`config.mk`:
```
export PLATFORM = sky130hd
export DESIGN_NAME = rrs_div_stage
export DESIGN_NICKNAME = d
export VERILOG_FILES = /design/src/rrs_pkg.sv /design/src/rrs_div_stage.sv
export SDC_FILE = /design/constraint.sdc
export NUM_CORES = 1
export LEC_CHECK = 0
export ABC_AREA = 1
export BUFFER_PORTS_ARGS = -buffer_cell sky130_fd_sc_hd__buf_2
export CAP_MARGIN = 10
export CELL_PAD_IN_SITES_DETAIL_PLACEMENT = 0
export CELL_PAD_IN_SITES_GLOBAL_PLACEMENT = 1
export CORE_MARGIN = 2
export CORE_UTILIZATION = 36
export DETAILED_ROUTE_END_ITERATION = 10
export PLACE_DENSITY_LB_ADDON = 0.1
export SLEW_MARGIN = 20
export SYNTH_ARGS = -nofsm -noshare
export SYNTH_HDL_FRONTEND = slang
export SYNTH_SLANG_ARGS = --single-unit
```
`constraint.sdc`:
```
create_clock -name i_clk -period 8.4 [get_ports i_clk]
set_input_delay 1.68 -clock i_clk [delete_from_list [all_inputs] [get_ports i_clk]]
set_output_delay 1.68 -clock i_clk [all_outputs]
set_load 0.02 [all_outputs]
```
`src/rrs_pkg.sv`:
```
// Shared types, constants and register map for the raycaster ray setup block.
package rrs_pkg;

    localparam int SCREEN_WIDTH = 640;
    localparam int MAP_CELLS    = 64;

    // Camera coordinate: floor(column * 2^17 / SCREEN_WIDTH) by a reciprocal multiply.
    localparam int CAM_K   = 40;
    localparam int CAM_SH  = CAM_K - 17;
    localparam logic [39:0] CAM_M =
        40'(((64'd1 << CAM_K) + 64'(SCREEN_WIDTH) - 64'd1) / 64'(SCREEN_WIDTH));

    localparam logic signed [31:0] RAY_MAX = 32'sd524287;
    localparam logic signed [31:0] RAY_MIN = -32'sd524288;

    localparam int DIV_STEPS  = 4;
    localparam int DIV_STAGES = 32 / DIV_STEPS;

    localparam logic [2:0] REG_POS_X       = 3'd0;
    localparam logic [2:0] REG_POS_Y       = 3'd1;
    localparam logic [2:0] REG_VIEW_DIR_X  = 3'd2;
    localparam logic [2:0] REG_VIEW_DIR_Y  = 3'd3;
    localparam logic [2:0] REG_CAM_PLANE_X = 3'd4;
    localparam logic [2:0] REG_CAM_PLANE_Y = 3'd5;

    typedef struct packed {
        logic [21:0]        pos_x;
        logic [21:0]        pos_y;
        logic signed [18:0] view_dir_x;
        logic signed [18:0] view_dir_y;
        logic signed [18:0] cam_plane_x;
        logic signed [18:0] cam_plane_y;
    } t_cfg;

    typedef struct packed {
        logic [19:0] mag;
        logic [20:0] rem;
        logic [31:0] quo;
    } t_dlane;

    typedef struct packed {
        logic signed [19:0] ray_x;
        logic signed [19:0] ray_y;
        t_dlane             lx;
        t_dlane             ly;
    } t_dpipe;

    typedef struct packed {
        logic signed [19:0] ray_x;
        logic signed [19:0] ray_y;
        logic [5:0]         cell_x;
        logic [5:0]         cell_y;
        logic               step_x_negative;
        logic               step_y_negative;
        logic [31:0]        delta_x;
        logic [31:0]        delta_y;
        logic [31:0]        side_x;
        logic [31:0]        side_y;
    } t_result;

endpackage

```
`src/rrs_div_stage.sv`:
```
// One reciprocal stage: a few restoring division steps on both axes.
module rrs_div_stage (
    input  logic              i_clk,
    input  logic              i_rst_n,
    input  logic              i_en,
    input  logic              i_valid,
    input  rrs_pkg::t_dpipe   i_item,
    output logic              o_valid,
    output rrs_pkg::t_dpipe   o_item
);
    logic            r_valid;
    rrs_pkg::t_dpipe r_item;
    rrs_pkg::t_dpipe n_item;

    function automatic rrs_pkg::t_dlane steps(rrs_pkg::t_dlane l);
        rrs_pkg::t_dlane v;
        logic [20:0]     r2;
        v = l;
        for (int k = 0; k < rrs_pkg::DIV_STEPS; k++) begin
            r2 = {v.rem[19:0], 1'b0};
            if (r2 >= {1'b0, v.mag}) begin
                v.rem = r2 - {1'b0, v.mag};
                v.quo = {v.quo[30:0], 1'b1};
            end else begin
                v.rem = r2;
                v.quo = {v.quo[30:0], 1'b0};
            end
        end
        steps = v;
    endfunction

    always_comb begin
        n_item    = i_item;
        n_item.lx = steps(i_item.lx);
        n_item.ly = steps(i_item.ly);
    end

    always_ff @(posedge i_clk) begin
        if (!i_rst_n) begin
            r_valid <= 1'b0;
        end else if (i_en) begin
            r_valid <= i_valid;
        end
    end

    always_ff @(posedge i_clk) begin
        if (i_en) begin
            r_item <= n_item;
        end
    end

    assign o_valid = r_valid;
    assign o_item  = r_item;
endmodule

```
# ---- Word-level counts from Yosys, hierarchy flattened
# Cells that the tools add are included.
dict set report classes {
  addsub 8
  multipliers 0
  div_mod_pow 0
  order_cmp 8
  eq_ne 0
  n_shift 0
  mux 8
  bitwise_logic 0
  reduce_logical 0
}
# cell n
set ops {}
lappend ops {{52-bit two-way mux} 6}
lappend ops {{21-bit by 20-bit greater-or-equal comparator with 1-bit output} 8}
lappend ops {{20-bit subtractor} 6}
lappend ops {{53-bit two-way mux} 2}
lappend ops {{21-bit by 20-bit subtractor with 21-bit output} 2}
dict set report totals {
  reg_bits 187
  latch_bits 0
  ram_bits 0
  rom_bits 0
  inputBits 190
  out_inout_bits 187
  memories 0
}

# ---- Logic depth before layout (Yosys ltp)
dict set report depth {
  word_depth 8
  depth_mapped 63
  mapped_depth_nobuf 59
}

# ---- Worst setup path after synthesis
# OpenSTA, ideal clock, no wires.
dict set report synth_path {
  kind {input to register}
  startpoint {input i_item[55] (netlist bit)}
  endpoint {register r_item (netlist bit o_item[47]) (data pin)}
  setup_ns 0.254
  t_arrival_ns 8.209
  required_time_ns 8.146
  setup_slack_ns -0.063
  cell_stages 58
  path_buffers 6
  cell_sequence {inv_1 -> ha_1 -> nand2_1 -> nand2_1 -> nand2_1 -> nand3_2 -> nand2_1 -> nand4_2 -> buf_6 -> buf_2 -> o21ai_0 -> inv_1 -> ha_1 -> nand2_1 -> inv_1 -> nand2_1 -> nand2_1 -> nand2_1 -> [... 22 more ...] -> buf_2 -> nand3_1 -> nand2_1 -> ha_1 -> a21oi_1 -> nand2_1 -> nand2_1 -> nand2_1 -> a21oi_1 -> o21ai_0 -> a21boi_0 -> o21ai_0 -> nand2_1 -> nand2_1 -> nand2_1 -> nand2_1 -> nand2_1 -> nand2_1}
}
# element line
set synth_rtl {}
lappend synth_rtl {{start: declaration} rrs_div_stage.sv:7} ;# input rrs_pkg::t_dpipe i_item,
lappend synth_rtl {{end signal: assignment} rrs_div_stage.sv:48} ;# r_item <= n_item;
lappend synth_rtl {{end: declaration} rrs_div_stage.sv:12} ;# rrs_pkg::t_dpipe r_item;

==> out/qor.txt <==
status = finished with violations
failing checks = negative setup slack
Top-Level Pins = 377
Hold Path Class = reg2reg
min-delay src = o_valid
minimum clock period = 8480 ps
Clock Skew = 0 ps
Setup Viol. Count Final = 21
core area = 45500 um2
routed wire length = 69.4 mm
CP most frequent cell = buf_4
crit path launch type = input pin
Hold Fails Final Rpt = 0
Syn Area/Cell = 7.37 um2
Netlist cell types = 52
largest net degree at the start of global routing = 117
post-synthesis sequential area ratio = 33.7%
Ant. Diodes = 0
RSZ-0062 raised after global routing = true
Storage cell area = 5610 um2
Worst path max stage delay = 350 ps
row cnt = 78
CTS Root Buffer Type = clkbuf_16
Crit. End Element = flip-flop
clk sinks = 187
die area = 47900 um2
Tcrit/Tclk final = 101%
mapped cell area = 16600 um2
gr usage total = 26.8%
register bit count reported by yosys = 187
worst reg-to-reg setup slack = 7710 ps
area leader, netlist = edfxtp_1
fraction of layout cells with a size suffix above 1 = 52.9%
Worst Path Required = 8630 ps
hold depth = 2
global-route wire length before repair = 100 mm
Max stage delay cell, worst path = ha_4
multi-input logic area = 12800 um2
drt initial violations = 1129
most common cell after layout, fill and taps aside = buf_4
DR pass1 iterations = 5
Reg clk slew, reported paths = 70 ps
slew margin rel. = 28.3%
H-tree levels = 4
PD cells = 420 nW/um2
initial core utilization = 36.6%
HPWL after DPL = 52.2 mm
CTS Hold Bufs = 0
cts bufs inserted = 17
cells after synthesis = 2258
Area growth, synth to finish = 79.3%
Remaining Overflow, GRT = 0
Max Slew Vio Count = 0
vias in the first global route = 19393
Worst Path Max Fanout = 7
Max VDD drop = 0.000256 V
routed vias = 19975
Routed Antenna Nets = 0
Post-Synthesis Net Count = 2604
Residual DRC = 0
final hold slack = 564 ps
WL per Instance = 16.9 um
Setup Total Neg Slack = -1180 ps
kind of critical path = in2reg
FILL cells = 4015
worst r2r src = o_valid
Ys Warns = 0
Critical Path AT = 8710 ps
setup ws final = -82.3 ps
async set or reset register ratio after synthesis = 0%
r2r worst-path depth = 2
Hold Path Sink = o_valid
leading post-synthesis cells by cell area = edfxtp_1 34%, nand2_1 18%, ha_1 12%
CTS tree = yes
worst-margin pin slew = 1080 ps
Port-buffer cells = 366
most frequent cells in the layout = 848 x buf_4, 592 x nand2_1, 359 x buf_2, 218 x inv_1, 186 x edfxtp_1
clk_lat worst skew = 470 ps
nets = 3849
Max clock buf depth = 2
Max-cap violations = 0
Reg-to-Reg End = o_valid
Placed Area = 24800 um2
GP Congestion = 0.937
Finished Cell Area = 29800 um2
ys flop type = edfxtp_1
initial antenna violation count = 0
Max Fclk = 118 MHz
post-synth top area share = 33.6%
Post-synth EDFFs = 186
Vias/cell = 4.85
Pleak = 14.8 nW
Vert. Die Dim = 219 um
DIE WIDTH = 219 um
[kinds of logic after synthesis]
family | Yosys count | synth area share [%]
xor+xnor | 128 | 6.74
buf+inv | 303 | 7.66
fa+ha+maj | 156 | 11.8
compound gates | 291 | 9.82
simple gates | 1193 | 30.3
flops | 187 | 33.7
[power by group]
part	switching [W]	internal [W]	total, W
combinational	0.00508	0.00517	0.0102
clock	0.000409	0.000450	0.000859
sequential	0.0000446	0.00139	0.00144
[flip-flops by register name, indices dropped and copies added (netlist names)]
signal	flops
o_item	186
o_valid	1
[Yosys cell counts, types with 11 or more instances]
cell type,count
a21oi_1,141
xor2_1,61
nand4_1,30
o21ai_0,69
nor2_1,129
nand3_1,175
edfxtp_1,186
nor4_1,11
ha_1,154
nor3_1,13
o21bai_1,19
nand2_1,786
buf_2,16
xnor2_1,67
inv_1,253
o21ai_1,14
[timing repair]
item / CTS / global route
cloned: 7 / 7
buffers inserted: 64 / 64
gates resized for setup: 224 / 471
pin swaps: 69 / 185
setup endpoints to repair: 44 / 44
[layout make-up]
class	instances	area share [%]
Clock buffer	18	1.44
Clock inverter	14	0.604
Inverter	262	3.38
Multi-Input combinational cell	1768	42.8
Sequential cell	187	18.8
Tap cell	600	2.52
Timing Repair Buffer	1266	30.4
Timing Repair inverter	1	0.0252
[routing by layer]
metal	track usage [%]	routed length, um	vias up	share of wire, %
met5	0	0	-	0
met3	3.44	2620	130	3.8
met2	48.7	35500	447	51
li1	-	-	10027	-
met4	9.21	2190	0	3.2
met1	32.3	29200	9371	42
[metrics by stage]
stage	cells	power [W]	util, %	setup WS, ps
after floorplan	2258	0.00546	-	29.8
after global placement	3948	0.00886	54.5	-945
after detailed placement	3948	0.00896	54.5	-1020
after CTS	4050	0.0108	59.9	0.557
after global routing	4116	0.0136	65.6	-446
final	4116	0.0125	65.6	-82.3
[critical path, delay by kind of cell]
family | cells | cell delay, ps
AO/OA/AOI/OAI | 6 | 1080
XOR/XNOR | 1 | 130
adder cells (fa/ha/maj) | 4 | 1010
buffers and inverters | 19 | 2560
AND/OR/NAND/NOR | 24 | 2200
[worst max path at each step]
stage                     slack, ps     endpoint         from
final                           -80   o_item[52]   i_item[71]
after global routing           -450   o_item[52]   i_item[71]
after CTS                       0.6  o_item[124]  i_item[134]
after detailed placement      -1020   o_item[33]   i_item[68]
after global placement         -940  o_item[124]  i_item[139]
after floorplan                  30   o_item[47]   i_item[55]
Note: power is estimated with default switching activity, not from simulation.
