==> src/rrs_pkg.sv <==
// Shared types, constants and register map for the raycaster ray setup block.
package rrs_pkg;

    localparam int SCREEN_WIDTH = 640;
    localparam int MAP_CELLS    = 64;

    // Camera coordinate: floor(column * 2^17 / SCREEN_WIDTH) by a reciprocal multiply.
    localparam int CAM_K   = 40;
    localparam int CAM_SH  = CAM_K - 17;
    localparam logic [39:0] CAM_M =
        40'(((64'd1 << CAM_K) + 64'(SCREEN_WIDTH) - 64'd1) / 64'(SCREEN_WIDTH));

    localparam logic signed [31:0] RAY_MAX = 32'sd524287;
    localparam logic signed [31:0] RAY_MIN = -32'sd524288;

    localparam int DIV_STEPS  = 4;
    localparam int DIV_STAGES = 32 / DIV_STEPS;

    localparam logic [2:0] REG_POS_X       = 3'd0;
    localparam logic [2:0] REG_POS_Y       = 3'd1;
    localparam logic [2:0] REG_VIEW_DIR_X  = 3'd2;
    localparam logic [2:0] REG_VIEW_DIR_Y  = 3'd3;
    localparam logic [2:0] REG_CAM_PLANE_X = 3'd4;
    localparam logic [2:0] REG_CAM_PLANE_Y = 3'd5;

    typedef struct packed {
        logic [21:0]        pos_x;
        logic [21:0]        pos_y;
        logic signed [18:0] view_dir_x;
        logic signed [18:0] view_dir_y;
        logic signed [18:0] cam_plane_x;
        logic signed [18:0] cam_plane_y;
    } t_cfg;

    typedef struct packed {
        logic [19:0] mag;
        logic [20:0] rem;
        logic [31:0] quo;
    } t_dlane;

    typedef struct packed {
        logic signed [19:0] ray_x;
        logic signed [19:0] ray_y;
        t_dlane             lx;
        t_dlane             ly;
    } t_dpipe;

    typedef struct packed {
        logic signed [19:0] ray_x;
        logic signed [19:0] ray_y;
        logic [5:0]         cell_x;
        logic [5:0]         cell_y;
        logic               step_x_negative;
        logic               step_y_negative;
        logic [31:0]        delta_x;
        logic [31:0]        delta_y;
        logic [31:0]        side_x;
        logic [31:0]        side_y;
    } t_result;

endpackage

==> src/rrs_cfg.sv <==
// APB configuration registers for position, view direction and camera plane.
module rrs_cfg (
    input  logic              i_clk,
    input  logic              i_rst_n,
    input  logic              psel,
    input  logic              penable,
    input  logic              pwrite,
    input  logic [4:0]        paddr,
    input  logic [31:0]       pwdata,
    output logic [31:0]       prdata,
    output logic              pready,
    output rrs_pkg::t_cfg     o_cfg
);
    rrs_pkg::t_cfg r_cfg;
    logic [2:0]    idx;

    assign idx    = paddr[4:2];
    assign pready = 1'b1;
    assign o_cfg  = r_cfg;

    always_ff @(posedge i_clk) begin
        if (!i_rst_n) begin
            r_cfg.pos_x       <= '0;
            r_cfg.pos_y       <= '0;
            r_cfg.view_dir_x  <= 19'sd65536;
            r_cfg.view_dir_y  <= '0;
            r_cfg.cam_plane_x <= '0;
            r_cfg.cam_plane_y <= 19'sd43254;
        end else if (psel && penable && pwrite) begin
            case (idx)
                rrs_pkg::REG_POS_X:       r_cfg.pos_x       <= pwdata[21:0];
                rrs_pkg::REG_POS_Y:       r_cfg.pos_y       <= pwdata[21:0];
                rrs_pkg::REG_VIEW_DIR_X:  r_cfg.view_dir_x  <= $signed(pwdata[18:0]);
                rrs_pkg::REG_VIEW_DIR_Y:  r_cfg.view_dir_y  <= $signed(pwdata[18:0]);
                rrs_pkg::REG_CAM_PLANE_X: r_cfg.cam_plane_x <= $signed(pwdata[18:0]);
                rrs_pkg::REG_CAM_PLANE_Y: r_cfg.cam_plane_y <= $signed(pwdata[18:0]);
                default: ;
            endcase
        end
    end

    always_comb begin
        case (idx)
            rrs_pkg::REG_POS_X:       prdata = {10'd0, r_cfg.pos_x};
            rrs_pkg::REG_POS_Y:       prdata = {10'd0, r_cfg.pos_y};
            rrs_pkg::REG_VIEW_DIR_X:  prdata = {13'd0, r_cfg.view_dir_x};
            rrs_pkg::REG_VIEW_DIR_Y:  prdata = {13'd0, r_cfg.view_dir_y};
            rrs_pkg::REG_CAM_PLANE_X: prdata = {13'd0, r_cfg.cam_plane_x};
            rrs_pkg::REG_CAM_PLANE_Y: prdata = {13'd0, r_cfg.cam_plane_y};
            default:                  prdata = '0;
        endcase
    end
endmodule

==> config.mk <==
export PLATFORM = sky130hd
export DESIGN_NAME = rrs_cfg
export DESIGN_NICKNAME = d
export VERILOG_FILES = /design/src/rrs_pkg.sv /design/src/rrs_cfg.sv
export SDC_FILE = /design/constraint.sdc
export NUM_CORES = 1
export LEC_CHECK = 0
export BUFFER_PORTS_ARGS = -buffer_cell sky130_fd_sc_hd__buf_2
export CORE_UTILIZATION = 45
export CTS_CLUSTER_DIAMETER = 80
export DETAILED_ROUTE_END_ITERATION = 8
export PLACE_DENSITY = 0.76
export RECOVER_POWER = 100
export SLEW_MARGIN = 10
export SYNTH_ARGS = -nofsm -noshare
export SYNTH_HDL_FRONTEND = slang
export SYNTH_SLANG_ARGS = --single-unit
==> constraint.sdc <==
create_clock -name i_clk -period 0.99 [get_ports i_clk]
set_input_delay 0 -clock i_clk [delete_from_list [all_inputs] [get_ports i_clk]]
set_output_delay 0 -clock i_clk [all_outputs]
set_load 0.03 [all_outputs]
**Word level (Yosys, flattened, before mapping)**

Cells that the tools add are included.

- Flip-flop bits (word level): 120
- Output and inout bits: 153
- Word-level logic and storage cells: 21

- Equal/unequal tests: 5
- Muxes and demuxes: 1
- Reductions and logical operators: 9

Operators with widths:

| kind | count |
|---|---|
| $pmux 22 s6 | 1 |
| $reduce_and 2->1 | 6 |
| $eq 3x2->1 const B | 2 |
| $eq 3x3->1 const B | 2 |
| $eq 3x1->1 const B | 1 |
| $logic_not 3->1 | 1 |
| $logic_and 1x1->1 | 2 |

**Logic depth before layout (Yosys ltp)**

- Word-level depth: 3
- Mapped depth: 6
- Gate-level depth less buffers: 3

**Least setup slack after synthesis**

No wires, ideal clock.

- Path kind: register to output
- From: register r_cfg, in the netlist o_cfg[111]
- To: output prdata[13]
- Arrival: 1.462 ns
- Data required time: 0.990 ns
- Path slack: -0.472 ns
- Cell stages (with the launch flop): 4
- Path buffers: 0
- Path through: dfxtp_1 -> mux2_2 -> a22oi_1 -> o21ai_0

- Word-level cells in the longest chain between the ends: 1

RTL lines:

| element | line | RTL |
|---|---|---|
| start, declared | rrs_cfg.sv:14 | `rrs_pkg::t_cfg r_cfg;` |
| $pmux 22 s6 | rrs_cfg.sv:43 | `case (idx)` |
| end, declared | rrs_cfg.sv:10 | `output logic [31:0] prdata,` |

Every way passes these cells.

**Final worst setup path**

- From: register r_cfg, in the netlist o_cfg[55]
- To: output prdata[17]

Same word-level chain as after synthesis.

==> impl_metrics.yaml <==
outcome:
  status: "finished with violations"
  failed_checks: "setup timing"
setup_path:
  endpoint_kind: "output port"
  crit_buf_inv: 1
  critical_path_peak_fanout: 2
  r2r_setup_slack_ns: 0.05
  worstPathArrival_ns: 1.59
  max_stage_delay_ns: 0.47
  cp_slowest_cell: "mux4_2"
  cp_data_required_time_ns: 0.99
  cp_top_family: "multiplexers"
  worstSetupPathType: "reg2out"
  crit_chain: "mux4_2 -> nand2_2 -> o21ai_4 -> buf_6"
  worst_setup_path_start_kind: "flip-flop"
detailed_routing:
  wl_per_cell_um: 21.8
  first_pass_iters: 5
  viasPerCell: 5.58
  routed_wl_um: 23600
  num_vias: 6028
  drtAntennaViolNets: 0
  drt_iter0_drc: 462
  drc: 0
sta:
  rsz0062_at_grt: "yes"
  setup_ws_ns: -0.601
  min_period_over_period_pct: 161
  tns_ns: -17.77
  max_clock_freq_mhz: 628
  final.min_clock_period_ns: 1.59
  whs_ns: 0.0247
  finalClockSkew_ns: 0
  hold_violations: 0
  setup_violations: 165
  drv_slew: 0
grt:
  grt_max_degree: 57
  track_usage_pct: 34.9
  grt_overflow: 0
  grt_pass1_wl_um: 33700
  grt_pass1_vias: 6316
  antenna_found_initial: 0
die:
  rows: 40
  start_util_pct: 46.4
  core_region_area_sq_um: 12100
  die_w_um: 114
  ioPinCount: 195
  design.die.area_sq_um: 12900
  die_h_um: 114
cells_and_area:
  syn_to_final_growth_pct: 80.8
  finalNonFillerCells: 1081
  largest_reg_flops: 120
  drive_above_1_share_pct: 60.8
  mostFrequentLayoutCells: "206 x buf_6, 133 x nand2_1, 120 x mux2i_1, 90 x dfxtp_2, 77 x buf_4"
  antenna_cells: 0
  layout.nets: 942
  final_common_cell: "buf_6"
power_and_ir_drop:
  p_sw_share_pct: 26.6
  pwr-share-seq_pct: 38.8
  powerDensity_nw_per_um2: 1230
  p_int_uw: 9180
  comb_power_share_pct: 11.4
  ir_drop_uv: 1020
  p_leak_uw: 0.00437
  switching_power_uw: 3320
  p_clk_share_pct: 49.8
logic_synthesis:
  synth_cell_types: 32
  ys_seq_area_share_pct: 42.8
  synth_area_per_cell_sq_um: 9.90
  netlist_instances: 567
  ys_warn_count: 0
  yosys_register_bits: 120
  synth_area_sq_um: 5620
clocking:
  clkLatencyLatePin_ns: 0.44
  clk_path_buf_depth: 2
  cts_max_level: 4
  cts_tree: "yes"
  root_buffer: "clkbuf_16"
  clk_pin_slew_ns: 0.06
  cts_buffers: 17
  cts.sinks: 120
placement:
  post-place-cells: 996
  dp_hpwl_um: 12600
  port_buffers: 171
  place_ws_ns: -0.313
  gp_congestion: 0.817
job:
  drv_cap: 0
hold_path:
  hold_class: "in2reg"
stage by stage:
| stage | total power (uW) | cell area [sq um] | utilization (%) |
|---|---|---|---|
| after global placement | 6070 | 7880 | 65.1 |
| after global routing | 12800 | 10200 | 83.8 |
| after floorplan | 5670 | 5910 | - |
| after detailed placement | 6090 | 7880 | 65.1 |
| final | 12500 | 10200 | 83.8 |
| after CTS | 12300 | 9930 | 82.0 |
worst paths after layout:
check,startpoint,end,cells after the start
max,o_cfg[55],prdata[17],4
min,i_rst_n,o_cfg[15],3
max reg2reg,o_cfg[115],o_cfg[115],4
min reg2reg,o_cfg[34],o_cfg[34],2
logic make-up (layout without fill, tap and decap cells):
logic type / count (synthesis) / after routing / share of synthesized area [%]
flip-flops: 120 / 120 / 42.8
AND/OR/NAND/NOR: 153 / 153 / 12.7
buffers and inverters: 74 / 411 / 7.62
AO/OA/AOI/OAI: 67 / 67 / 9.00
other: 2 / 11 / 0.134
multiplexers: 151 / 151 / 27.8
worst min-delay path, delay by kind of cell:
kind            cells  cell delay (ns)
buf+inv             2             0.32
compound gates      1             0.08
layer usage:
layer / routed length, um / track usage (%) / vias up
met5: 0 / 0 / -
met4: 1430 / 26.5 / 0
met3: 1520 / 8.50 / 127
met2: 12100 / 60.4 / 364
met1: 8540 / 36.6 / 2895
li1: - / - / 2642
what timing repair did:
item,in CTS,in global routing
hold buffers,23,0
gates resized for setup,367,88
pin swaps,8,11
setup endpoints to repair,136,127
buffers inserted,20,53
endpoints found under the hold margin,106,0
synth_stat cells:
library cell | count | share of area (%)
a21oi_1 | 5 | 0.45
o311ai_1 | 2 | 0.31
nand2b_1 | 2 | 0.22
dfxtp_1 | 120 | 43
mux2_2 | 27 | 5.4
o311ai_0 | 8 | 1.2
o32ai_1 | 8 | 1.2
conb_1 | 2 | 0.13
buf_2 | 10 | 0.89
buf_4 | 14 | 1.9
inv_1 | 20 | 1.3
mux2_1 | 1 | 0.20
clkbuf_1 | 13 | 0.87
mux2i_1 | 122 | 22
nor2b_1 | 3 | 0.33
nor2_1 | 4 | 0.27
or2_1 | 1 | 0.11
nor2_4 | 2 | 0.40
o21ai_0 | 16 | 1.4
a221o_1 | 8 | 1.4
nand2_1 | 134 | 9.0
mux4_2 | 1 | 0.40
nand4b_4 | 1 | 0.42
a221oi_1 | 5 | 0.78
buf_1 | 6 | 0.40
a22oi_1 | 10 | 1.3
buf_6 | 10 | 2.0
a32oi_1 | 5 | 0.78
clkbuf_8 | 1 | 0.25
nand4_4 | 1 | 0.38
nor3_2 | 1 | 0.18
nor2_8 | 4 | 1.4
power by group through the flow:
stage / Sequential (uW) / Clock, uW / Combinational [uW]
finish: 4850 / 6220 / 1420
global route: 4850 / 6420 / 1490
CTS: 4850 / 6090 / 1330
detailed placement: 4950 / 0 / 1140
global placement: 4940 / 0 / 1120
floorplan: 5020 / 0 / 644
layout make-up:
class / count / area, sq um
tap: 168 / 210
timing repair buffer: 359 / 3680
fill: 588 / 1960
inverter: 20 / 75.1
clock inverter: 10 / 61.3
multi-input combinational: 382 / 3000
clock buffer: 22 / 528
sequential: 120 / 2590
(Power assumes the default switching activity.)
