<file path="src/rrs_pkg.sv">
// Shared types, constants and register map for the raycaster ray setup block.
package rrs_pkg;

    localparam int SCREEN_WIDTH = 640;
    localparam int MAP_CELLS    = 64;

    // Camera coordinate: floor(column * 2^17 / SCREEN_WIDTH) by a reciprocal multiply.
    localparam int CAM_K   = 40;
    localparam int CAM_SH  = CAM_K - 17;
    localparam logic [39:0] CAM_M =
        40'(((64'd1 << CAM_K) + 64'(SCREEN_WIDTH) - 64'd1) / 64'(SCREEN_WIDTH));

    localparam logic signed [31:0] RAY_MAX = 32'sd524287;
    localparam logic signed [31:0] RAY_MIN = -32'sd524288;

    localparam int DIV_STEPS  = 4;
    localparam int DIV_STAGES = 32 / DIV_STEPS;

    localparam logic [2:0] REG_POS_X       = 3'd0;
    localparam logic [2:0] REG_POS_Y       = 3'd1;
    localparam logic [2:0] REG_VIEW_DIR_X  = 3'd2;
    localparam logic [2:0] REG_VIEW_DIR_Y  = 3'd3;
    localparam logic [2:0] REG_CAM_PLANE_X = 3'd4;
    localparam logic [2:0] REG_CAM_PLANE_Y = 3'd5;

    typedef struct packed {
        logic [21:0]        pos_x;
        logic [21:0]        pos_y;
        logic signed [18:0] view_dir_x;
        logic signed [18:0] view_dir_y;
        logic signed [18:0] cam_plane_x;
        logic signed [18:0] cam_plane_y;
    } t_cfg;

    typedef struct packed {
        logic [19:0] mag;
        logic [20:0] rem;
        logic [31:0] quo;
    } t_dlane;

    typedef struct packed {
        logic signed [19:0] ray_x;
        logic signed [19:0] ray_y;
        t_dlane             lx;
        t_dlane             ly;
    } t_dpipe;

    typedef struct packed {
        logic signed [19:0] ray_x;
        logic signed [19:0] ray_y;
        logic [5:0]         cell_x;
        logic [5:0]         cell_y;
        logic               step_x_negative;
        logic               step_y_negative;
        logic [31:0]        delta_x;
        logic [31:0]        delta_y;
        logic [31:0]        side_x;
        logic [31:0]        side_y;
    } t_result;

endpackage

</file>
<file path="src/rrs_ray.sv">
// Ray direction stages: camera coordinate, plane products, saturated ray sum.
module rrs_ray (
    input  logic              i_clk,
    input  logic              i_rst_n,
    input  logic              i_en,
    input  logic              i_valid,
    input  logic [9:0]        i_column,
    input  rrs_pkg::t_cfg     i_cfg,
    output logic              o_valid,
    output rrs_pkg::t_dpipe   o_item
);
    logic                r_s1_valid;
    logic [49:0]         r_s1_prod;
    logic                r_s2_valid;
    logic signed [46:0]  r_s2_px;
    logic signed [46:0]  r_s2_py;
    logic                r_s3_valid;
    rrs_pkg::t_dpipe     r_s3_item;

    logic signed [27:0]  camera;
    logic signed [19:0]  ray_x;
    logic signed [19:0]  ray_y;
    rrs_pkg::t_dpipe     n_s3_item;

    function automatic logic signed [19:0] ray_sat(logic signed [18:0] dir,
                                                   logic signed [46:0] prod);
        logic signed [31:0] sum;
        sum = 32'(dir) + 32'(prod >>> 16);
        if (sum > rrs_pkg::RAY_MAX)      ray_sat = 20'sd262143 * 2 + 20'sd1;
        else if (sum < rrs_pkg::RAY_MIN) ray_sat = -20'sd262144 * 2;
        else                             ray_sat = sum[19:0];
    endfunction

    function automatic logic [19:0] mag_of(logic signed [19:0] r);
        mag_of = r[19] ? 20'(-r) : 20'(r);
    endfunction

    assign camera = $signed({1'b0, 27'(r_s1_prod >> rrs_pkg::CAM_SH)}) - 28'sd65536;
    assign ray_x  = ray_sat(i_cfg.view_dir_x, r_s2_px);
    assign ray_y  = ray_sat(i_cfg.view_dir_y, r_s2_py);

    always_comb begin
        n_s3_item.ray_x  = ray_x;
        n_s3_item.ray_y  = ray_y;
        n_s3_item.lx.mag = mag_of(ray_x);
        n_s3_item.lx.rem = 21'd1;
        n_s3_item.lx.quo = '0;
        n_s3_item.ly.mag = mag_of(ray_y);
        n_s3_item.ly.rem = 21'd1;
        n_s3_item.ly.quo = '0;
    end

    always_ff @(posedge i_clk) begin
        if (!i_rst_n) begin
            r_s1_valid <= 1'b0;
            r_s2_valid <= 1'b0;
            r_s3_valid <= 1'b0;
        end else if (i_en) begin
            r_s1_valid <= i_valid;
            r_s2_valid <= r_s1_valid;
            r_s3_valid <= r_s2_valid;
        end
    end

    always_ff @(posedge i_clk) begin
        if (i_en) begin
            r_s1_prod <= 50'(i_column) * 50'(rrs_pkg::CAM_M);
            r_s2_px   <= 47'(i_cfg.cam_plane_x) * 47'(camera);
            r_s2_py   <= 47'(i_cfg.cam_plane_y) * 47'(camera);
            r_s3_item <= n_s3_item;
        end
    end

    assign o_valid = r_s3_valid;
    assign o_item  = r_s3_item;
endmodule

</file>
<file path="config.mk">
export PLATFORM = sky130hd
export DESIGN_NAME = rrs_ray
export DESIGN_NICKNAME = d
export VERILOG_FILES = /design/src/rrs_pkg.sv /design/src/rrs_ray.sv
export SDC_FILE = /design/constraint.sdc
export NUM_CORES = 2
export LEC_CHECK = 0
export BUFFER_PORTS_ARGS = -buffer_cell sky130_fd_sc_hd__buf_2
export CAP_MARGIN = 5
export CELL_PAD_IN_SITES_DETAIL_PLACEMENT = 1
export CELL_PAD_IN_SITES_GLOBAL_PLACEMENT = 1
export CORE_MARGIN = 4
export CORE_UTILIZATION = 53
export DETAILED_ROUTE_END_ITERATION = 8
export PLACE_DENSITY = 0.95
export REMOVE_ABC_BUFFERS = 1
export SYNTH_ARGS = -nofsm -noshare
export SYNTH_HDL_FRONTEND = slang
export SYNTH_SLANG_ARGS = --single-unit
</file>
<file path="constraint.sdc">
create_clock -name i_clk -period 18.37 [get_ports i_clk]
set_clock_uncertainty 0.15 [all_clocks]
set_input_delay 1.837 -clock i_clk [delete_from_list [all_inputs] [get_ports i_clk]]
set_output_delay 1.837 -clock i_clk [all_outputs]
set_load 0.03 [all_outputs]
</file>
=== Word-level counts from Yosys, hierarchy flattened ===
Cells that the tools add are included.
W data, S select, Z words.

* Flip-flop bits (word level): 200
* Bits in latches: 0
* Bits in writable memories: 0
* ROM bits: 0
* Input port bits: 134
* Output and inout port bits: 187
* Logic and storage cells: 30
* Memories: 0

* $add $sub $neg: 5
* Multiply operators: 3
* Div/mod/pow operators: 0
* $lt $le $gt $ge: 4
* Eq/ne operators: 0
* Shifts and indexed selects: 0
* Muxes and demuxes: 6
* Bitwise operators: 0
* Reductions and logical operators: 0

{| class="wikitable"
|+ Operator list
! operator !! count
|-
| $mux W20 || 4
|-
| $mul A19 B19 Y38 || 2
|-
| $gt A32 B20 Y1 const B || 2
|-
| $lt A32 B20 Y1 const B || 2
|-
| $add A19 B22 Y23 || 2
|-
| $mul A10 B31 Y41 const B || 1
|-
| $neg A20 Y20 || 2
|-
| $mux W19 || 2
|-
| $sub A18 B17 Y19 const B || 1
|}

=== Longest topological paths before layout ===
* Word-level depth: 6
* Gate-level depth with buffers: 28
* Depth with buffers taken out: 26

=== Worst setup path after synthesis ===
OpenSTA, ideal clock, no wires.

* Kind: input port to flip-flop
* Start: input i_cfg[14] (netlist bit)
* End: register r_s2_py[36] (data pin)
* Setup time: 0.264 ns
* Arrival time: 7.980 ns
* Required time: 17.956 ns
* Setup slack: 9.977 ns
* Stages on the path: 25
* Path buffers: 2
* Cell sequence: clkbuf_1 > clkbuf_1 > nand2_1 > fa_1 > fa_1 > fa_1 > inv_1 > fa_1 > fa_1 > fa_1 > inv_1 > fa_1 > inv_1 > ha_1 > a21oi_1 > nor2b_1 > a31oi_1 > o211ai_1 > nand3_1 > a21boi_0 > o21a_1 > nor2_1 > a2bb2oi_1 > a31oi_1 > xor2_1

* Longest elaborated chain between the ends: 1

{| class="wikitable"
|+ RTL lines
! item !! RTL line !! text
|-
| start: declaration || rrs_ray.sv:8 || <nowiki>input rrs_pkg::t_cfg i_cfg,</nowiki>
|-
| $mul A19 B19 Y38 || rrs_ray.sv:69 || <nowiki>r_s2_py <= 47'(i_cfg.cam_plane_y) * 47'(camera);</nowiki>
|-
| end signal: assignment || rrs_ray.sv:69 ||
|-
| end: declaration || rrs_ray.sv:16 || <nowiki>logic signed [46:0] r_s2_py;</nowiki>
|}

No other way between the ends.
A chain may end at the register's enable or synchronous reset.

=== Final worst setup path ===
* Start: register r_s1_prod[39]
* End: register r_s2_px[28] (data pin)

* Longest elaborated chain between the ends: 2

{| class="wikitable"
|+ RTL lines
! item !! RTL line !! text
|-
| start: declaration || rrs_ray.sv:13 || <nowiki>logic [49:0] r_s1_prod;</nowiki>
|-
| start signal: assignment || rrs_ray.sv:67 || <nowiki>r_s1_prod <= 50'(i_column) * 50'(rrs_pkg::CAM_M);</nowiki>
|-
| $sub A18 B17 Y19 || rrs_ray.sv:38 || <nowiki>assign camera = $signed({1'b0, 27'(r_s1_prod >> rrs_pkg::CAM_SH)}) - 28'sd65536;</nowiki>
|-
| $mul A19 B19 Y38 || rrs_ray.sv:68 || <nowiki>r_s2_px <= 47'(i_cfg.cam_plane_x) * 47'(camera);</nowiki>
|-
| end signal: assignment || rrs_ray.sv:68 ||
|-
| end: declaration || rrs_ray.sv:15 || <nowiki>logic signed [46:0] r_s2_px;</nowiki>
|}

No other way between the ends.

==> flow_summary.toml <==
[detailed_routing]
drc = 0
first_pass_iters = 7
vias = 32100
postRouteAntennaNets = 0
wl_mm = 157
vias_per_cell = 6.54
avgRoutedWirePerCell_um = 31.9
drt_iter0_markers = 4241

[critical_path]
critPathRequiredTime_ps = 18470
critical_path.top_delay_family = "adder cells"
crit_buf_inv = 3
crit_chain = "inv_1, ha_1, inv_1, buf_4, nor2_1, fa_1, fa_1, fa_1, fa_1, fa_1, fa_1, ha_1, ha_1, a21o_1, a21oi_1, nor2b_1, nor3_1, a21oi_1, a21oi_1, o21bai_1, a21oi_1, o21bai_1, xor2_1"
timing.critical_path.mode_cell = "fa_1"
crit_type = "register to register"
crit_slowest_cell = "fa_1"
crit_fanout = 17
cp-startpoint = "r_s1_prod[39]"
crit_arrival_ps = 10570
critPathMaxStageDelay_ps = 860
crit_path_start_kind = "register"
end_kind = "register"
rr_startpoint = "r_s1_prod[39]"

[global_routing]
grt_start_max_net_pins = 81
grt_pass1_vias = 37400
grt_pass1_wl_mm = 221
antenna_found_initial = 9
grtUsageTotal_pct = 39.4
grt-ovfl-total = 0

[layout]
drive_gt1_share_pct = 6.68
syn2layout_area_growth_pct = 4.59
fillers = 7915
final_nets = 5189
layout.cells.non_filler = 4913
fin_area_sq_um = 39000

[timing]
whs_ps = 390
maxSlewViolCount = 0
rsz0062_at_grt = "false"
timing.fmax_mhz = 95.5
hold_viol = 0
fin_crit_ps = 10470
worst_pin_slew_ps = 1290
relSlewSlack_pct = 14.3
setup_tns_ps = 0
post-route-period-util_pct = 57.0
report.final.setup_viol = 0

[clocking]
cts_hold_buffers = 0
cts_resized = 0
htree_levels = 4
cts-root-buf = "clkbuf_16"
clk_latency_ps = 520
cts_buffer_depth = 2
clk_pin_slew_ps = 100
post_cts_buffers = 0
cts_buffers = 17
clock_sinks = 143
cts_tree = "yes"

[logic_synthesis]
yosysTopAreaCell = "fa_1"
synth.cell_area_sq_um = 37300
synth_edf_count = 140
synth_cells = 3916
synthArstFlopShare_pct = 0
synthSimpleGateAreaFrac_pct = 13.6
synth-seq-area-share_pct = 11.4
ys_types = 98
synth.avg_cell_area_sq_um = 9.53
synth_flop_cell = "edfxtp_1"
synth_area_leaders = "fa_1 41%, edfxtp_1 11%, ha_1 11%, inv_1 8.5%, and2_1 4.4%"
synth_top_family_by_area = "adder cells"
synth_compound_area_share_pct = 6.60
synth_xor_area_share_pct = 2.95
muxShareOfSynthArea_pct = 0.325
ys_seq_elements = 143
yosysWarnings = 0
yosys-top-cells-count = "846 x inv_1, 772 x fa_1, 429 x nand2_1, 331 x ha_1, 260 x and2_1"
synth_fa_ha_area_share_pct = 52.5
yosysMostFrequentCell = "inv_1"
netlist.area_leader.share_pct = 41.4

[placed_design]
portBuffers = 170
post-place-cells = 4873
place_congestion = 0.859
placed_cell_area_sq_um = 38400
hpwlAfterDp_mm = 95.8

[run]
max_cap_viol_count = 0

[die]
die_x_um = 273
ios = 321
dieArea_sq_um = 74700
fp-row-count = 97
core-area_sq_um = 69900
start_util_pct = 53.4
dieHeight_um = 273

[run_status]
status = "finished, final reports clean"

[min_path]
worstHoldStart = "r_s2_valid"
hold_class = "register to register"
area by class of cell:
| cell class | instances | area [sq um] | area share [%] |
|---|---|---|---|
| Antenna cell | 8 | 20.0 | 0.0513 |
| Clock buffer | 20 | 437 | 1.12 |
| Clock inverter | 12 | 161 | 0.413 |
| Inverter | 847 | 3180 | 8.14 |
| Multi-Input combinational cell | 2749 | 28800 | 73.7 |
| Sequential cell | 143 | 4260 | 10.9 |
| Tap cell | 940 | 1180 | 3.01 |
| Timing Repair Buffer | 194 | 1040 | 2.66 |
metrics by stage:
step / worst slack, ps / util, %
after detailed placement: 8970 / 55.0
after global routing: 8010 / 55.8
final: 7900 / 55.8
after CTS: 8830 / 55.8
after floorplan: 10410 / -
after global placement: 9320 / 55.0
flip-flops by register name, summed over array words and instances, names as in the netlist:
signal,flops
o_item,78
r_s2_px,22
r_s2_py,22
r_s1_prod,18
o_valid,1
r_s1_valid,1
r_s2_valid,1
per-layer routing:
layer  part of all wire [%]  up-vias  global-route usage [%]
li1                       -    11700                       -
met1                     30    15700                    40.5
met2                     45     3192                    64.5
met3                     13     1499                    11.7
met4                     12        8                    36.3
met5                  0.084        -                       0
path summary, 6_finish.rpt:
path,to,slack [ps],cells past startpoint
setup reg to reg,r_s2_px[28],7900,23
hold / removal,r_s2_valid,390,2
hold reg to reg,r_s2_valid,390,2
setup / recovery,r_s2_px[28],7900,23
cell families after synthesis:
family,count (synthesis)
buf+inv,1128
xor+xnor,124
other cells,2
flops,143
fa+ha+maj,1103
compound gates,370
simple gates,1035
mux,11
tightest hold or removal path, stage by stage (launching register included):
cell and delay, ps:
dfxtp_1 340, mux2i_1 70, nor2b_1 100
placed cells by master (no fill, tap or decap), types with 5 or more instances in the layout:
master,instances
inv_1,846
fa_1,772
nand2_1,429
ha_1,331
and2_1,260
buf_2,169
edfxtp_1,140
nor2_1,120
conb_1,106
a21oi_1,104
xnor2_1,84
nor2b_1,77
o21ai_0,77
xor2_1,38
a21o_1,37
nand3_1,30
nor3_1,26
o21a_1,25
nand2b_1,24
buf_4,24
clkbuf_16,17
nand4_1,15
a31oi_1,15
and3_1,11
o21bai_1,10
or3_1,9
o21ai_1,9
diode_2,8
a211oi_1,8
o211ai_1,8
mux2i_1,8
a21boi_0,7
o31a_1,6
and4_1,5
Power is not shown: default switching activity piles up to over one toggle a cycle in this logic, so the estimate is an artifact.
