[src/rrs_pkg.sv]
// Shared types, constants and register map for the raycaster ray setup block.
package rrs_pkg;

    localparam int SCREEN_WIDTH = 640;
    localparam int MAP_CELLS    = 64;

    // Camera coordinate: floor(column * 2^17 / SCREEN_WIDTH) by a reciprocal multiply.
    localparam int CAM_K   = 40;
    localparam int CAM_SH  = CAM_K - 17;
    localparam logic [39:0] CAM_M =
        40'(((64'd1 << CAM_K) + 64'(SCREEN_WIDTH) - 64'd1) / 64'(SCREEN_WIDTH));

    localparam logic signed [31:0] RAY_MAX = 32'sd524287;
    localparam logic signed [31:0] RAY_MIN = -32'sd524288;

    localparam int DIV_STEPS  = 4;
    localparam int DIV_STAGES = 32 / DIV_STEPS;

    localparam logic [2:0] REG_POS_X       = 3'd0;
    localparam logic [2:0] REG_POS_Y       = 3'd1;
    localparam logic [2:0] REG_VIEW_DIR_X  = 3'd2;
    localparam logic [2:0] REG_VIEW_DIR_Y  = 3'd3;
    localparam logic [2:0] REG_CAM_PLANE_X = 3'd4;
    localparam logic [2:0] REG_CAM_PLANE_Y = 3'd5;

    typedef struct packed {
        logic [21:0]        pos_x;
        logic [21:0]        pos_y;
        logic signed [18:0] view_dir_x;
        logic signed [18:0] view_dir_y;
        logic signed [18:0] cam_plane_x;
        logic signed [18:0] cam_plane_y;
    } t_cfg;

    typedef struct packed {
        logic [19:0] mag;
        logic [20:0] rem;
        logic [31:0] quo;
    } t_dlane;

    typedef struct packed {
        logic signed [19:0] ray_x;
        logic signed [19:0] ray_y;
        t_dlane             lx;
        t_dlane             ly;
    } t_dpipe;

    typedef struct packed {
        logic signed [19:0] ray_x;
        logic signed [19:0] ray_y;
        logic [5:0]         cell_x;
        logic [5:0]         cell_y;
        logic               step_x_negative;
        logic               step_y_negative;
        logic [31:0]        delta_x;
        logic [31:0]        delta_y;
        logic [31:0]        side_x;
        logic [31:0]        side_y;
    } t_result;

endpackage

[src/rrs_side.sv]
// Delta, map cell, grid offset and saturated side distance stages.
module rrs_side (
    input  logic              i_clk,
    input  logic              i_rst_n,
    input  logic              i_en,
    input  logic              i_valid,
    input  rrs_pkg::t_dpipe   i_item,
    input  rrs_pkg::t_cfg     i_cfg,
    output logic              o_valid,
    output rrs_pkg::t_result  o_res
);
    logic             r_a_valid;
    rrs_pkg::t_result r_a_res;
    logic [22:0]      r_a_off_x;
    logic [22:0]      r_a_off_y;
    logic             r_b_valid;
    rrs_pkg::t_result r_b_res;
    logic [54:0]      r_b_px;
    logic [54:0]      r_b_py;
    logic             r_b_offz_x;
    logic             r_b_offz_y;
    logic             r_c_valid;
    rrs_pkg::t_result r_c_res;
    rrs_pkg::t_result n_a_res;
    rrs_pkg::t_result n_c_res;

    function automatic logic [5:0] cell_of(logic [21:0] pos);
        if (32'(pos[21:16]) > rrs_pkg::MAP_CELLS - 1) cell_of = 6'(rrs_pkg::MAP_CELLS - 1);
        else                                          cell_of = pos[21:16];
    endfunction

    function automatic logic [22:0] off_of(logic [21:0] pos, logic neg);
        logic [22:0] base;
        logic [22:0] edge_p;
        base   = {1'b0, cell_of(pos), 16'd0};
        edge_p = base + 23'd65536;
        if (neg)                     off_of = {1'b0, pos} - base;
        else if ({1'b0, pos} > edge_p) off_of = '0;
        else                         off_of = edge_p - {1'b0, pos};
    endfunction

    function automatic logic [31:0] side_of(logic [31:0] delta, logic offz, logic [54:0] p);
        logic [38:0] s;
        s = 39'(p >> 16);
        if (delta == '1)    side_of = offz ? '0 : '1;
        else if (s[38:32] != '0) side_of = '1;
        else                side_of = s[31:0];
    endfunction

    always_comb begin
        n_a_res                 = '0;
        n_a_res.ray_x           = i_item.ray_x;
        n_a_res.ray_y           = i_item.ray_y;
        n_a_res.cell_x          = cell_of(i_cfg.pos_x);
        n_a_res.cell_y          = cell_of(i_cfg.pos_y);
        n_a_res.step_x_negative = i_item.ray_x[19];
        n_a_res.step_y_negative = i_item.ray_y[19];
        // A magnitude of zero or one makes the reciprocal infinite or too large.
        n_a_res.delta_x = (i_item.lx.mag <= 20'd1) ? '1 : i_item.lx.quo;
        n_a_res.delta_y = (i_item.ly.mag <= 20'd1) ? '1 : i_item.ly.quo;
    end

    always_comb begin
        n_c_res        = r_b_res;
        n_c_res.side_x = side_of(r_b_res.delta_x, r_b_offz_x, r_b_px);
        n_c_res.side_y = side_of(r_b_res.delta_y, r_b_offz_y, r_b_py);
    end

    always_ff @(posedge i_clk) begin
        if (!i_rst_n) begin
            r_a_valid <= 1'b0;
            r_b_valid <= 1'b0;
            r_c_valid <= 1'b0;
        end else if (i_en) begin
            r_a_valid <= i_valid;
            r_b_valid <= r_a_valid;
            r_c_valid <= r_b_valid;
        end
    end

    always_ff @(posedge i_clk) begin
        if (i_en) begin
            r_a_res    <= n_a_res;
            r_a_off_x  <= off_of(i_cfg.pos_x, i_item.ray_x[19]);
            r_a_off_y  <= off_of(i_cfg.pos_y, i_item.ray_y[19]);
            r_b_res    <= r_a_res;
            r_b_px     <= 55'(r_a_off_x) * 55'(r_a_res.delta_x);
            r_b_py     <= 55'(r_a_off_y) * 55'(r_a_res.delta_y);
            r_b_offz_x <= (r_a_off_x == '0);
            r_b_offz_y <= (r_a_off_y == '0);
            r_c_res    <= n_c_res;
        end
    end

    assign o_valid = r_c_valid;
    assign o_res   = r_c_res;
endmodule

[config.mk]
export PLATFORM = sky130hd
export DESIGN_NAME = rrs_side
export DESIGN_NICKNAME = d
export VERILOG_FILES = /design/src/rrs_pkg.sv /design/src/rrs_side.sv
export SDC_FILE = /design/constraint.sdc
export NUM_CORES = 2
export LEC_CHECK = 0
export ABC_AREA = 1
export BUFFER_PORTS_ARGS = -buffer_cell sky130_fd_sc_hd__buf_4
export CAP_MARGIN = 20
export CELL_PAD_IN_SITES_DETAIL_PLACEMENT = 2
export CELL_PAD_IN_SITES_GLOBAL_PLACEMENT = 2
export CORE_UTILIZATION = 36
export CTS_BUF_LIST = sky130_fd_sc_hd__clkbuf_8
export CTS_CLUSTER_DIAMETER = 80
export DETAILED_ROUTE_END_ITERATION = 10
export PLACE_DENSITY_LB_ADDON = 0.1
export RECOVER_POWER = 100
export SETUP_SLACK_MARGIN = 0.2
export SLEW_MARGIN = 20
export SYNTH_ARGS = -nofsm -noshare
export SYNTH_HDL_FRONTEND = slang
export SYNTH_SLANG_ARGS = --single-unit
[constraint.sdc]
create_clock -name i_clk -period 6 [get_ports i_clk]
set_clock_uncertainty 0.15 [all_clocks]
set_input_delay 1.5 -clock i_clk [delete_from_list [all_inputs] [get_ports i_clk]]
set_output_delay 1.5 -clock i_clk [all_outputs]
set_load 0.03 [all_outputs]
# == After elaboration in Yosys (flattened, before gate mapping) ==
# Index checks and enable logic that the tools add are counted.
# word_totals
regBits,579
wordCells,65
# classes
add_sub_neg,6
multipliers,2
order_cmp,4
n_eq_ne,2
muxes,12
reduce_logical,4
# ops
cell,n
2-to-1 mux 32 bit,6
multiplier 23 x 32 -> 55 bit,2
2-to-1 mux 23 bit,4
"equality test 32 bit, second input constant",2
"adder 22 x 17 -> 23 bit, second input constant",2
greater-than comparator 22 x 23 -> 1 bit,2
zero test 23 bit,2
subtractor 22 x 22 -> 23 bit,2
subtractor 23 x 22 -> 23 bit,2
"<= comparator 20 x 1 -> 1 bit, second input constant",2
nonzero test 7 bit,2
2-to-1 mux 6 bit,2

# == Logic depth before layout (Yosys ltp) ==
# logic_depth
depth_word,5
depth_mapped,30
depth_no_buf,28

# == Least setup slack after synthesis ==
# Ideal clock, no wire load.
# synth_timing
path_type,register to register
from,register r_a_off_y[8]
to,"register r_b_py[49], data pin"
setup_time_ps,252
arrival_time_ps,5759
t_required_ps,5598
setup_slack_ps,-162
stages_incl_launch_ff,26
n_path_buf,2
period_less_slack_ps,6162
path_cell_list,edfxtp_1 clkbuf_1 clkbuf_1 nand2_1 fa_1 inv_1 fa_1 inv_1 fa_1 inv_1 fa_1 fa_1 fa_1 inv_1 fa_1 inv_1 ha_1 nand2_1 nor2_1 inv_1 nor2_1 inv_1 nor4_1 nand3_1 nand3_1 nand2_1
# synth_via
elab_chain_cells,1
# synth_lines
item,line,text
start: declaration,rrs_side.sv:15,logic [22:0] r_a_off_y;
start signal: assignment,rrs_side.sv:85,"r_a_off_y <= off_of(i_cfg.pos_y, i_item.ray_y[19]);"
multiplier 23 x 32 -> 55 bit,rrs_side.sv:88,r_b_py <= 55'(r_a_off_y) * 55'(r_a_res.delta_y);
end signal: assignment,rrs_side.sv:88,
end: declaration,rrs_side.sv:19,logic [54:0] r_b_py;
# Every way passes these cells.
# A chain may end at the register's enable or synchronous reset.

# == Worst setup path after layout ==
# layout_timing
from,register r_a_off_y[8]
to,"register r_b_py[39], data pin"
# The elaborated chain is that of the path after synthesis.

==> flow_summary.yaml <==
grt:
  grt_max_degree: 123
  grt_overflow: 0
  grt_pass1_wl_mm: 385
  gr-usage-all-layers_pct: 26.3
  antenna_found_initial: 18
  grt_pass1_vias: 64800
clock_tree:
  ctsRootBufferMaster: "clkbuf_8"
  cts_buffers: 98
  ctsHoldBuffers: 0
  h-tree-depth: 3
  cts_buffer_depth: 3
  cts.clk_slew.worst_paths_ns: 0.06
  cts_tree: "done"
  clock_latency_ns: 0.87
  clock_sinks: 541
worst_setup_path:
  worstSetupStartpoint: "r_a_off_y[8]"
  cpPeakStageDelay_ns: 0.57
  crit_slowest_cell: "fa_1"
  r2r-start: "r_a_off_y[8]"
  start_kind: "register"
  arrival_ns: 7.26
  crit_required_ns: 6.43
  critPathKind: "register to register"
  crit_top_cell: "fa_1"
  crit_fanout: 12
  endpoint_kind: "register"
drt:
  detail_route.wl_per_cell_um: 22.5
  drtPass1Iterations: 7
  num_vias: 56100
  wirelength_mm: 259
  antenna_left: 0
  viasPerCell: 4.88
  drtIter0Drc: 2705
  drcViolationCount: 0
floorplan:
  rows: 160
  fp.coreArea_um2: 190000
  die_area_um2: 193000
  start_util_pct: 36.3
  io_pins: 493
  die_h_um: 440
  die_x_um: 440
synthesis:
  synth_top_area_share_pct: 36.3
  synth_compound_area_share_pct: 2.91
  yosys.area.top_type: "fa_1"
  syn_avg_cell_area_um2: 8.73
  yosysSeqAreaShare_pct: 23.5
  synth_mux_area_share_pct: 0
  synth-simple-area-share_pct: 15.2
  ys.warnings.count: 0
  synth_nets: 9837
  synth_top_family_by_area: "adder cells"
  synth.area.top_cells: "fa_1 36%, edfxtp_1 23%, inv_1 12%"
  synth_seq_cells: 541
  synth_common_cells: "2286 x inv_1, 2088 x nand2_1, 1252 x fa_1"
  yosysMostFrequentCell: "inv_1"
  synth_edf_count: 538
  syn_inst: 7905
  synthDistinctLibCells: 41
  syn_area_um2: 69000
  synthAdderAreaFrac_pct: 43.0
  yosys.area_share.xor_xnor_pct: 0.990
  synthArstFlopShare_pct: 0
  synth_flop_cell: "edfxtp_1"
placement:
  place_congestion: 0.881
  dp_slack_ns: -0.759
  port_buffers: 372
  dp_hpwl_mm: 208
outcome:
  violations: "capacitance limit, slew limit, setup timing"
  outcome: "complete, but fails checks"
layout:
  drive_above_1_share_pct: 20.5
  area_delta_synth_final_pct: 25.5
  fin_nets: 10900
worst_hold_path:
  hp-start: "n_c_res[78]"
  hp-class: "register to register"
timing:
  slew_violations: 623
  grt_setup_unrepaired: "true"
  tightestPinTransition_ns: 2.90
  period_share_pct: 114
  slew_headroom_pct: -93.4
  setup_tns_ns: -49.09
  finalHoldViolCount: 0
  min_period_ns: 6.82
  setup_viol: 78
  fin_ws_ns: -0.822
  fmax_ghz: 0.147
job:
  cap_violations: 12
==> kinds of logic (layout without fill, tap and decap cells) <==
kind of cell,count (synthesis),after routing
AND/OR/NAND/NOR,2651,2651
adder cells (fa/ha/maj),1622,1622
buffers and inverters,2633,3720
other,1,6
AO/OA/AOI/OAI,379,379
XOR/XNOR,78,78
flip-flops,541,541
==> flip-flops by register name, summed over array words and instances (netlist names) <==
name / cells
o_res: 180
n_c_res: 116
o_valid: 1
r_b_py: 39
r_a_off_x: 23
r_a_valid: 1
r_b_valid: 1
r_b_px: 39
r_b_offz_y: 1
r_b_offz_x: 1
r_a_off_y: 23
r_a_res: 116
==> through the flow <==
step	instance area, µm²	instances	util [%]	hold slack (ns)
floorplan	70300	7905	-	0.250
global placement	81900	11200	43.0	0.251
detailed placement	81900	11200	43.0	0.255
CTS	85600	11400	45.0	0.227
global route	86600	11500	45.5	0.244
finish	86700	11500	45.5	0.253
==> critical path: cells and delay by family, from the launching register on <==
family | cells | cell delay [ns]
buffers and inverters | 9 | 0.85
AND/OR/NAND/NOR | 8 | 1.12
adder cells (fa/ha/maj) | 8 | 3.99
flip-flops | 1 | 0.41
==> metal layers <==
metal | share of wire, % | vias up | GRT usage [%]
li1 | - | 24900 | -
met1 | 46 | 29700 | 37.5
met2 | 46 | 1203 | 42.5
met3 | 5.3 | 300 | 3.87
met4 | 2.3 | 4 | 5.59
met5 | 0.0081 | - | 0
==> area by class of cell <==
cell class                 instances  area (µm²)
clock inverter                    73         463
timing repair buffer            1256       10700
antenna                            5        12.5
sequential                       541       16200
inverter                        2292        8610
fill                           20800      104000
tap                             2511        3140
clock buffer                      99        1360
multi-input combinational       4731       46200
==> timing repair <==
item | 4_1_cts | 5_1_grt
setup buffers | 40 | 55
resized for setup | 445 | 401
endpoints found under the setup margin | 78 | 78
cloned | 3 | 5
pin swaps | 98 | 225
==> worst paths after layout <==
path	endpoint	slack (ns)	cells after the start
worst max-delay path	r_b_py[39]	-0.82	25
worst min-delay path	o_res[78]	0.25	0
worst max register to register	r_b_py[39]	-0.82	25
worst min register to register	o_res[78]	0.25	0
==> cells in the final DEF, fill, tap and decap left out, drive strengths merged <==
| cell | netlist | routed |
|---|---|---|
| inv | 2291 | 2326 |
| nand2 | 2090 | 2090 |
| fa | 1252 | 1252 |
| buf | 14 | 985 |
| edfxtp | 538 | 538 |
| ha | 370 | 370 |
| clkbuf | 327 | 370 |
| nor2 | 286 | 286 |
| o21ai | 181 | 181 |
| a21oi | 161 | 161 |
| nand3 | 130 | 130 |
| nand4 | 52 | 52 |
| xor2 | 48 | 48 |
| nor3 | 42 | 42 |
| clkinv | 1 | 31 |
| xnor2 | 30 | 30 |
| nor4 | 29 | 29 |
| o21bai | 14 | 14 |
| nand3b | 11 | 11 |
| a21o | 9 | 9 |
| or2 | 7 | 7 |
| a21boi | 6 | 6 |
| diode | 0 | 5 |
| bufinv | 0 | 4 |
| clkinvlp | 0 | 4 |
| o21a | 3 | 3 |
| o211ai | 3 | 3 |
| dfxtp | 3 | 3 |
| and3 | 2 | 2 |
| and2 | 2 | 2 |
| o22ai | 1 | 1 |
| o31ai | 1 | 1 |
| conb | 1 | 1 |
Power is not shown: default switching activity piles up to over one toggle a cycle in this logic, so the estimate is an artifact.
